`src/hw/rtl/tcpoks_pkg.sv`:
```
package tcpoks_pkg;

    localparam int MAX_OPTION_BYTES  = 40;
    localparam int MIN_OPTION_LENGTH = 2;

    localparam logic [7:0] KIND_END = 8'd0;
    localparam logic [7:0] KIND_NOP = 8'd1;

    localparam logic [7:0] PRIMARY_KIND_RESET   = 8'd254;
    localparam logic [7:0] SECONDARY_KIND_RESET = 8'd253;

    localparam int CFG_ADDR_W = 3;

    typedef enum logic [1:0] {
        OUTCOME_MATCH     = 2'd0,
        OUTCOME_END       = 2'd1,
        OUTCOME_MALFORMED = 2'd2,
        OUTCOME_EXHAUSTED = 2'd3
    } t_outcome;

    typedef enum logic {
        REG_PRIMARY_KIND   = 1'b0,
        REG_SECONDARY_KIND = 1'b1
    } t_reg_index;

    typedef struct packed {
        logic [7:0] primary_kind;
        logic [7:0] secondary_kind;
    } t_cfg;

    typedef struct packed {
        logic [7:0] option_byte;
        logic       first_byte;
        logic [7:0] area_length;
        logic       final_byte;
    } t_item;

    typedef struct packed {
        logic       found;
        logic [5:0] match_offset;
        logic [7:0] match_kind;
        t_outcome   outcome;
    } t_result;

    function automatic t_result make_result(t_outcome outcome, logic [5:0] offset,
                                            logic [7:0] kind);
        t_result res;
        res.found        = (outcome == OUTCOME_MATCH);
        res.match_offset = offset;
        res.match_kind   = kind;
        res.outcome      = outcome;
        return res;
    endfunction

endpackage

```
`src/hw/rtl/tcpoks_cfg.sv`:
```
module tcpoks_cfg (
    input  logic                                i_clk,
    input  logic                                i_rst_n,
    input  logic                                psel,
    input  logic                                penable,
    input  logic                                pwrite,
    input  logic [tcpoks_pkg::CFG_ADDR_W-1:0]   paddr,
    input  logic [31:0]                         pwdata,
    output logic [31:0]                         prdata,
    output logic                                pready,
    output tcpoks_pkg::t_cfg                    o_cfg
);

    tcpoks_pkg::t_cfg   r_cfg;
    tcpoks_pkg::t_cfg   n_cfg;
    logic               w_write;
    tcpoks_pkg::t_reg_index w_index;

    assign pready  = 1'b1;
    assign w_write = psel & penable & pwrite & pready;
    assign w_index = tcpoks_pkg::t_reg_index'(paddr[2]);

    always_comb begin
        n_cfg = r_cfg;
        if (w_write) begin
            case (w_index)
                tcpoks_pkg::REG_PRIMARY_KIND:   n_cfg.primary_kind   = pwdata[7:0];
                tcpoks_pkg::REG_SECONDARY_KIND: n_cfg.secondary_kind = pwdata[7:0];
                default:                        n_cfg = r_cfg;
            endcase
        end
    end

    always_ff @(posedge i_clk) begin
        if (!i_rst_n) begin
            r_cfg.primary_kind   <= tcpoks_pkg::PRIMARY_KIND_RESET;
            r_cfg.secondary_kind <= tcpoks_pkg::SECONDARY_KIND_RESET;
        end else begin
            r_cfg <= n_cfg;
        end
    end

    always_comb begin
        case (w_index)
            tcpoks_pkg::REG_PRIMARY_KIND:   prdata = {24'd0, r_cfg.primary_kind};
            tcpoks_pkg::REG_SECONDARY_KIND: prdata = {24'd0, r_cfg.secondary_kind};
            default:                        prdata = 32'd0;
        endcase
    end

    assign o_cfg = r_cfg;

endmodule

```
`src/hw/rtl/tcpoks_walker.sv`:
```
module tcpoks_walker (
    input  logic                  i_clk,
    input  logic                  i_rst_n,
    input  tcpoks_pkg::t_cfg      i_cfg,
    input  logic                  i_valid,
    input  tcpoks_pkg::t_item     i_item,
    output logic                  o_res_valid,
    output tcpoks_pkg::t_result   o_res
);

    logic       r_searching;
    logic [5:0] r_byte_position;
    logic [5:0] r_bytes_to_skip;
    logic [7:0] r_held_kind;
    logic       r_awaiting_length;
    logic [5:0] r_clamped_length;

    logic       n_searching;
    logic [5:0] n_byte_position;
    logic [5:0] n_bytes_to_skip;
    logic [7:0] n_held_kind;
    logic       n_awaiting_length;
    logic [5:0] n_clamped_length;

    logic [5:0] w_clamp;
    logic [5:0] w_kind_pos;
    logic [5:0] w_room;
    logic [6:0] w_pos_inc;
    logic [7:0] w_skip_full;
    logic       w_done;

    assign w_clamp = (i_item.area_length < 8'(tcpoks_pkg::MAX_OPTION_BYTES))
                   ? i_item.area_length[5:0] : 6'(tcpoks_pkg::MAX_OPTION_BYTES);

    always_comb begin
        n_searching       = r_searching;
        n_byte_position   = r_byte_position;
        n_bytes_to_skip   = r_bytes_to_skip;
        n_held_kind       = r_held_kind;
        n_awaiting_length = r_awaiting_length;
        n_clamped_length  = r_clamped_length;
        o_res_valid       = 1'b0;
        o_res             = tcpoks_pkg::make_result(tcpoks_pkg::OUTCOME_EXHAUSTED, 6'd0, 8'd0);
        w_done            = 1'b0;
        w_kind_pos        = 6'd0;
        w_room            = 6'd0;
        w_pos_inc         = 7'd0;
        w_skip_full       = 8'd0;

        // new header restarts the walk
        if (i_item.first_byte) begin
            n_searching       = 1'b1;
            n_byte_position   = 6'd0;
            n_bytes_to_skip   = 6'd0;
            n_held_kind       = 8'd0;
            n_awaiting_length = 1'b0;
            n_clamped_length  = w_clamp;
            if (w_clamp == 6'd0) begin
                o_res_valid = 1'b1;
                w_done      = 1'b1;
            end
        end
        if (!w_done && !n_searching) begin
            w_done = 1'b1;
        end

        if (!w_done) begin
            if (n_bytes_to_skip != 6'd0) begin
                n_bytes_to_skip = n_bytes_to_skip - 6'd1;
            end else if (n_awaiting_length) begin
                w_kind_pos = (n_byte_position != 6'd0) ? n_byte_position - 6'd1 : 6'd0;
                w_room     = (n_clamped_length > w_kind_pos)
                           ? n_clamped_length - w_kind_pos : 6'd0;
                n_awaiting_length = 1'b0;
                if (i_item.option_byte < 8'(tcpoks_pkg::MIN_OPTION_LENGTH)
                    || i_item.option_byte > {2'd0, w_room}) begin
                    o_res_valid = 1'b1;
                    o_res = tcpoks_pkg::make_result(tcpoks_pkg::OUTCOME_MALFORMED,
                                                    6'd0, 8'd0);
                    w_done = 1'b1;
                end else if (n_held_kind == i_cfg.primary_kind
                             || n_held_kind == i_cfg.secondary_kind) begin
                    o_res_valid = 1'b1;
                    o_res = tcpoks_pkg::make_result(tcpoks_pkg::OUTCOME_MATCH,
                                                    w_kind_pos, n_held_kind);
                    w_done = 1'b1;
                end else begin
                    w_skip_full     = i_item.option_byte
                                    - 8'(tcpoks_pkg::MIN_OPTION_LENGTH);
                    n_bytes_to_skip = w_skip_full[5:0];
                end
            end else begin
                if (i_item.final_byte) begin
                    o_res_valid = 1'b1;
                    w_done      = 1'b1;
                end else if (i_item.option_byte == tcpoks_pkg::KIND_END) begin
                    o_res_valid = 1'b1;
                    o_res = tcpoks_pkg::make_result(tcpoks_pkg::OUTCOME_END, 6'd0, 8'd0);
                    w_done = 1'b1;
                end else if (i_item.option_byte != tcpoks_pkg::KIND_NOP) begin
                    if ({1'b0, n_clamped_length}
                        < {1'b0, n_byte_position} + 7'(tcpoks_pkg::MIN_OPTION_LENGTH)) begin
                        o_res_valid = 1'b1;
                        o_res = tcpoks_pkg::make_result(tcpoks_pkg::OUTCOME_MALFORMED,
                                                        6'd0, 8'd0);
                        w_done = 1'b1;
                    end else begin
                        n_held_kind       = i_item.option_byte;
                        n_awaiting_length = 1'b1;
                    end
                end
            end

            if (!w_done) begin
                w_pos_inc       = {1'b0, n_byte_position} + 7'd1;
                n_byte_position = w_pos_inc[5:0];
                if (w_pos_inc >= {1'b0, n_clamped_length} || i_item.final_byte) begin
                    o_res_valid = 1'b1;
                end
            end
        end

        // any result closes the search
        if (o_res_valid) begin
            n_searching       = 1'b0;
            n_awaiting_length = 1'b0;
            n_bytes_to_skip   = 6'd0;
        end
    end

    always_ff @(posedge i_clk) begin
        if (!i_rst_n) begin
            r_searching       <= 1'b0;
            r_byte_position   <= 6'd0;
            r_bytes_to_skip   <= 6'd0;
            r_held_kind       <= 8'd0;
            r_awaiting_length <= 1'b0;
            r_clamped_length  <= 6'd0;
        end else if (i_valid) begin
            r_searching       <= n_searching;
            r_byte_position   <= n_byte_position;
            r_bytes_to_skip   <= n_bytes_to_skip;
            r_held_kind       <= n_held_kind;
            r_awaiting_length <= n_awaiting_length;
            r_clamped_length  <= n_clamped_length;
        end
    end

    a_result_closes_search: assert property (@(posedge i_clk) disable iff (!i_rst_n)
        (i_valid && o_res_valid) |=> !r_searching)
        else $error("search still open after a result");

    a_position_inside_area: assert property (@(posedge i_clk) disable iff (!i_rst_n)
        r_searching |-> (r_byte_position < r_clamped_length))
        else $error("byte position past the option area");

    a_found_kind_searched: assert property (@(posedge i_clk) disable iff (!i_rst_n)
        (i_valid && o_res_valid && o_res.found)
            |-> (o_res.match_kind == i_cfg.primary_kind
                 || o_res.match_kind == i_cfg.secondary_kind))
        else $error("match reported for a kind not searched for");

    a_found_offset_range: assert property (@(posedge i_clk) disable iff (!i_rst_n)
        (i_valid && o_res_valid && o_res.found)
            |-> (o_res.match_offset < 6'(tcpoks_pkg::MAX_OPTION_BYTES)))
        else $error("match offset outside the option area");

endmodule

```
`src/hw/rtl/tcp_option_kind_search.sv`:
```
// Walks the TCP option area one byte per request and reports, once per header, the first
// option whose kind equals primary_kind or secondary_kind, or why the walk stopped (end of
// list, malformed length, area or data used up). A byte is taken every cycle unless the result
// side stalls: each request is registered, examined combinationally against the walk state,
// and the result lands in an output register; a stalled result holds back new requests
// only while both registers are full. s_axis_tuser marks the first byte of a header,
// s_axis_tlast the last byte available. A header's result appears on the byte that
// decides it; bytes after that, up to the next first byte, are dropped. Register 0 (byte
// address 0) is primary_kind, reset 254; register 1 (byte address 4) is secondary_kind,
// reset 253; write them only while no header is in flight.
module tcp_option_kind_search (
    input  logic                                i_clk,
    input  logic                                i_rst_n,
    input  logic                                s_axis_tvalid,
    output logic                                s_axis_tready,
    input  logic [15:0]                         s_axis_tdata,  // option_byte, area_length
    input  logic                                s_axis_tuser,  // first_byte
    input  logic                                s_axis_tlast,
    output logic                                m_axis_tvalid,
    input  logic                                m_axis_tready,
    // found, match_offset, match_kind, outcome, zero fill
    output logic [23:0]                         m_axis_tdata,
    input  logic                                psel,
    input  logic                                penable,
    input  logic                                pwrite,
    input  logic [tcpoks_pkg::CFG_ADDR_W-1:0]   paddr,
    input  logic [31:0]                         pwdata,
    output logic [31:0]                         prdata,
    output logic                                pready
);

    tcpoks_pkg::t_cfg       w_cfg;
    logic                   r_in_valid;
    tcpoks_pkg::t_item      r_in;
    logic                   r_out_valid;
    tcpoks_pkg::t_result    r_out;
    logic                   w_advance;
    logic                   w_res_valid;
    tcpoks_pkg::t_result    w_res;

    tcpoks_cfg u_cfg (
        .i_clk   (i_clk),
        .i_rst_n (i_rst_n),
        .psel    (psel),
        .penable (penable),
        .pwrite  (pwrite),
        .paddr   (paddr),
        .pwdata  (pwdata),
        .prdata  (prdata),
        .pready  (pready),
        .o_cfg   (w_cfg)
    );

    assign w_advance     = r_in_valid & (~r_out_valid | m_axis_tready);
    assign s_axis_tready = ~r_in_valid | w_advance;

    always_ff @(posedge i_clk) begin
        if (!i_rst_n) begin
            r_in_valid <= 1'b0;
        end else if (s_axis_tready) begin
            r_in_valid <= s_axis_tvalid;
        end
    end

    always_ff @(posedge i_clk) begin
        if (s_axis_tready && s_axis_tvalid) begin
            r_in.option_byte <= s_axis_tdata[7:0];
            r_in.area_length <= s_axis_tdata[15:8];
            r_in.first_byte  <= s_axis_tuser;
            r_in.final_byte  <= s_axis_tlast;
        end
    end

    tcpoks_walker u_walker (
        .i_clk       (i_clk),
        .i_rst_n     (i_rst_n),
        .i_cfg       (w_cfg),
        .i_valid     (w_advance),
        .i_item      (r_in),
        .o_res_valid (w_res_valid),
        .o_res       (w_res)
    );

    always_ff @(posedge i_clk) begin
        if (!i_rst_n) begin
            r_out_valid <= 1'b0;
        end else if (w_advance) begin
            r_out_valid <= w_res_valid;
        end else if (m_axis_tready) begin
            r_out_valid <= 1'b0;
        end
    end

    always_ff @(posedge i_clk) begin
        if (w_advance && w_res_valid) begin
            r_out <= w_res;
        end
    end

    assign m_axis_tvalid = r_out_valid;
    assign m_axis_tdata  = {7'd0, r_out.outcome, r_out.match_kind,
                            r_out.match_offset, r_out.found};

endmodule

```
`config.mk`:
```
export PLATFORM = sky130hd
export DESIGN_NAME = tcp_option_kind_search
export DESIGN_NICKNAME = d
export VERILOG_FILES = /design/src/hw/rtl/tcpoks_pkg.sv /design/src/hw/rtl/tcpoks_cfg.sv /design/src/hw/rtl/tcpoks_walker.sv /design/src/hw/rtl/tcp_option_kind_search.sv
export SDC_FILE = /design/constraint.sdc
export NUM_CORES = 1
export LEC_CHECK = 0
export BUFFER_PORTS_ARGS = -buffer_cell sky130_fd_sc_hd__buf_2
export CORE_UTILIZATION = 28
export CTS_BUF_LIST = sky130_fd_sc_hd__clkbuf_8 sky130_fd_sc_hd__clkbuf_16
export DETAILED_ROUTE_END_ITERATION = 12
export GPL_TIMING_DRIVEN = 0
export PLACE_DENSITY = 0.44
export SYNTH_ARGS = -nofsm -noshare
export SYNTH_HDL_FRONTEND = slang
export SYNTH_SLANG_ARGS = --single-unit
```
`constraint.sdc`:
```
create_clock -name i_clk -period 13.55 [get_ports i_clk]
set_clock_uncertainty 0.15 [all_clocks]
set_input_delay 2.71 -clock i_clk [delete_from_list [all_inputs] [get_ports i_clk]]
set_output_delay 2.71 -clock i_clk [all_outputs]
set_load 0.01 [all_outputs]
```
# After elaboration in Yosys (flattened, before gate mapping)
# Cells that the tools add are included.
# W data, S select, Z words.
classes:
  eq_ne: 3
  n_reduce_logical: 16
  bitwise: 8
  add_sub_neg: 6
  order_cmp: 6
  muxes: 66
op_table:
  columns: ["op", "count"]
  rows:
  - ["$mux W17", 6]
  - ["$mux W6", 14]
  - ["$mux W8", 8]
  - ["$pmux W32 S2", 1]
  - ["$mux W1", 37]
  - ["$eq A8 B8 Y1", 2]
  - ["$reduce_bool A6 Y1", 2]
  - ["$sub A6 B1 Y6 const B", 2]
  - ["$gt A8 B6 Y1", 1]
  - ["$logic_not A8 Y1", 1]
  - ["$lt A8 B2 Y1 const B", 1]
  - ["$lt A8 B6 Y1 const B", 1]
  - ["$ne A8 B1 Y1 const B", 1]
  - ["$add A6 B1 Y7 const B", 1]
  - ["$add A6 B2 Y7 const B", 1]
  - ["$ge A7 B6 Y1", 1]
  - ["$lt A6 B7 Y1", 1]
  - ["$gt A6 B6 Y1", 1]
  - ["$logic_not A6 Y1", 1]
  - ["$sub A6 B2 Y6 const B", 1]
  - ["$sub A6 B6 Y6", 1]
  - ["$reduce_and A2 Y1", 2]
  - ["$and A1 B1 Y1", 3]
  - ["$logic_and A1 B1 Y1", 3]
  - ["other kinds (6)", 12]
word_totals:
  output_inout_bits: 59
  input_bits: 60
  register_bits: 81
  wordCells: 123

# Logic depth before layout (Yosys ltp)
logic_depth:
  word_depth: 15
  depth_mapped: 27
  depth_no_buf: 23

# Hierarchy
# A second synthesis with hierarchy kept.
unflattened:
  cells_unflattened: 592
  hier_area_um2: 5441.5
by_module_without_submodules:
  columns: ["module", "area_each_um2", "instances", "cells_per_inst"]
  rows:
  - ["tcpoks_walker", 3224.3, 1, 435]
  - ["tcp_option_kind_search", 1219.9, 1, 56]
  - ["tcpoks_cfg", 997.2, 1, 101]

# Worst setup path before layout
# No wires, ideal clock.
synth_path:
  path_type: "input to output"
  startpoint: "in paddr[2] (netlist name)"
  endpoint: "out prdata[0]"
  arrival_time_ps: 3414
  required_time_ps: 10690
  cell_stages: 2
  setup_slack_ps: 7276
  cell_sequence: "clkbuf_1 > mux2_2"
synth_between:
  elab_chain_len: 2
synth_rtl:
  columns: ["item", "line_no", "rtl"]
  rows:
  - ["start, declared", "tcp_option_kind_search.sv:26", "input logic [tcpoks_pkg::CFG_ADDR_W-1:0] paddr,"]
  - ["$not A1 Y1", "tcpoks_cfg.sv:44", "case (w_index)"]
  - ["$pmux W32 S2 (*)", "tcpoks_cfg.sv:44", null]
  - ["end, declared", "tcp_option_kind_search.sv:28", "output logic [31:0] prdata,"]
# Mark *: on every way between the ends. The rest lies on a longest branch, timed or not. The select of a mux whose other input is x is not followed.

# Worst setup path after layout
layout_path:
  startpoint: "in paddr[2] (netlist name)"
  endpoint: "out prdata[7]"
# The elaborated chain is that of the path after synthesis.

==> flow_summary.yaml <==
floorplan:
  ios: 119
  core_area_mm2: 0.0189
  initial_core_util: 0.289
  dieArea_mm2: 0.0200
  die_h_um: 142
  rows: 50
  dieWidth_um: 142
logic_synthesis:
  ys.flop_type: "dfxtp_1"
  synth_area_per_cell_um2: 9.16
  syn_inst: 595
  muxShareOfSynthArea: 0.0262
  synthAdderAreaFrac: 0.0679
  yosys.area_share.simple: 0.227
  synth-xor-area-share: 0.0370
  synth_cell_type_count: 83
  synth_edf_count: 35
  synth-compound-area-share: 0.179
  synthArstFlopShare: 0
  synth-seq-cells: 81
  syn_area_mm2: 0.00545
  ys_warn_count: 0
  ys_seq_area_frac: 0.362
  synth_top_family_by_area: "simple AND/OR/NAND/NOR gates"
layout:
  area_growth_pct: 19.4
  final_nets: 785
  drive_gt1_frac: 0.228
  n_antenna_cell: 0
  final_util: 0.344
drt:
  initialDrtViolationCount: 315
  num_vias: 4625
  vias_per_cell: 4.81
  first_pass_iters: 5
  drt.antenna.violating_nets: 0
  wire_per_inst_um: 16.0
  wirelength_mm: 15.4
  drc: 0
clock_network:
  clkLatencyLatePin_ps: 350
  cts_tree: "built"
  clockBufferDepth: 2
  cts_buffers: 9
  ctsHoldBuffers: 0
  cts-resized-gates: 0
  htreeDepth: 3
  clock-sinks: 81
  clkTransAtPathRegs_ps: 60
  cts_setup_buffers: 0
  root_buffer: "clkbuf_16"
timing:
  rsz0062_at_grt: "false"
  finalHoldViolCount: 0
  fmax_mhz: 150
  max-slew-margin-rel: 0.298
  fin_tns_setup_ps: 0
  period_needed_ps: 6670
  slew_viol_final: 0
  worst_pin_slew_ps: 1050
  setup_viol: 0
  fin_hold_ws_ps: 299
  fin_crit_sh: 0.492
global_routing:
  grt_max_degree: 21
  grt_pass1_wl_mm: 24.7
  grt_pass1_vias: 4531
  antenna_found_initial: 0
  grt_use_total: 0.162
  globalRoute.totalOverflow: 0
placement:
  hpwl_mm: 11.5
  place_congestion: 0.884
  port-buffer-count: 60
critical_path:
  critPathKind: "input port to output pin"
  timing.rr.end: "u_walker.r_bytes_to_skip[5]"
  timing.rr.start: "r_in[9]"
  critPathMaxFanout: 10
  endpoint_kind: "output pin"
  start_kind: "input port"
  cp.arrival_ps: 3810
  crit_end: "prdata[7]"
  rr_worst_depth: 25
  crit_start: "paddr[2]"
  ff2ff_setup_slack_ps: 7040
  cp.required_ps: 10690
worst_hold_path:
  hold_depth: 2
  min_from: "u_walker.r_clamped_length[1]"
  hp-class: "flip-flop to flip-flop"
run:
  cap_violations: 0
power_and_ir_drop:
  p_leak_nw: 2.63
  cellPowerDensity_mw_per_mm2: 97.5
  ir_drop_mv: 0.0619
run_status:
  status: "finished clean"
[flip-flops by register name (all words and copies together), names as in the netlist, 6 cells and up]
register / cells
u_walker.r_byte_position: 6
r_in: 18
u_walker.r_clamped_length: 6
u_walker.r_bytes_to_skip: 6
u_walker.r_held_kind: 8
m_axis_tdata: 17
u_cfg.o_cfg: 16
[cells by family after synthesis]
group	after synthesis
compound gates	125
simple gates	234
buf+inv	88
xor+xnor	23
flops	81
fa+ha+maj	29
mux	13
other cells	2
[critical path: stages]
cell and delay, ps:
buf_2 90, clkbuf_1 450, mux2_2 420, buf_2 140
[per-stage QoR]
step | cells | setup WS [ps] | instance area, µm² | total power (W)
after detailed placement | 945 | 6880 | 6190 | 0.000378
after global routing | 961 | 6670 | 6510 | 0.000662
after floorplan | 625 | 7280 | 5560 | 0.000347
after global placement | 945 | 6880 | 6190 | 0.000376
after CTS | 961 | 6870 | 6510 | 0.000641
final | 961 | 6880 | 6510 | 0.000634
[how the worst min path moves through the flow]
stage                                   end
4_1_cts        u_walker.r_clamped_length[1]
3_5_place_dp   u_walker.r_clamped_length[1]
6_report       u_walker.r_clamped_length[1]
3_3_place_gp   u_walker.r_clamped_length[2]
2_1_floorplan  u_walker.r_clamped_length[1]
5_1_grt        u_walker.r_clamped_length[1]
[layout by cell type, fill, tap and decap left out, types with 9 or more instances in the layout]
master and instances:
nand3_1 35, clkbuf_16 10, xor2_1 10, nor2_1 30, conb_1 32, nor3_1 20
and2_1 14, a31oi_1 10, xnor2_1 13, edfxtp_1 35, dfxtp_1 46, ha_1 28
buf_4 36, nor2b_1 11, buf_2 66, nand2b_1 18, mux2_2 9, nand2_1 68
a21oi_1 19, o21ai_0 16, inv_1 24, clkbuf_1 12
[cells in the mapped netlist, drive strengths merged, types with 4 or more instances]
| cell type | instances | area (µm²) |
|---|---|---|
| nand2 | 68 | 255 |
| buf | 50 | 375 |
| dfxtp | 46 | 921 |
| edfxtp | 35 | 1050 |
| nand3 | 35 | 175 |
| nor2 | 32 | 125 |
| ha | 28 | 350 |
| a21oi | 22 | 129 |
| inv | 22 | 82.6 |
| nor3 | 22 | 120 |
| nand2b | 18 | 113 |
| o21ai | 18 | 93.8 |
| and2 | 15 | 96.3 |
| clkbuf | 15 | 86.3 |
| xnor2 | 13 | 114 |
| nor2b | 11 | 68.8 |
| a31oi | 10 | 62.6 |
| mux2 | 10 | 113 |
| xor2 | 10 | 87.6 |
| a22o | 8 | 70.1 |
| a21o | 7 | 52.6 |
| nor4 | 7 | 62.6 |
| o21a | 6 | 45.0 |
| o21ba | 6 | 60.1 |
| o32ai | 6 | 52.6 |
| nand4bb | 4 | 45.0 |
| o31ai | 4 | 30.0 |
[routing by layer]
metal / share of wire / vias to the layer above / track usage
li1: - / 2283 / -
met1: 0.50 / 2173 / 0.223
met2: 0.44 / 145 / 0.251
met3: 0.047 / 24 / 0.0300
met4: 0.020 / 0 / 0.0611
met5: 0 / - / 0
[layout make-up]
cell class / count / area [µm²]
inverter: 23 / 86.3
tap: 260 / 325
clock inverter: 5 / 53.8
timing repair buffer: 60 / 300
multi-input combinational: 456 / 3040
clock buffer: 11 / 264
fill: 1962 / 12400
sequential: 81 / 1970
buffer: 65 / 462
[power breakdown]
part           total [W]  switching [W]  internal, W
clock           0.000261       0.000103     0.000158
sequential      0.000272     0.00000837     0.000264
combinational   0.000101      0.0000583    0.0000427
total           0.000634       0.000170     0.000465
(Power assumes the default switching activity.)
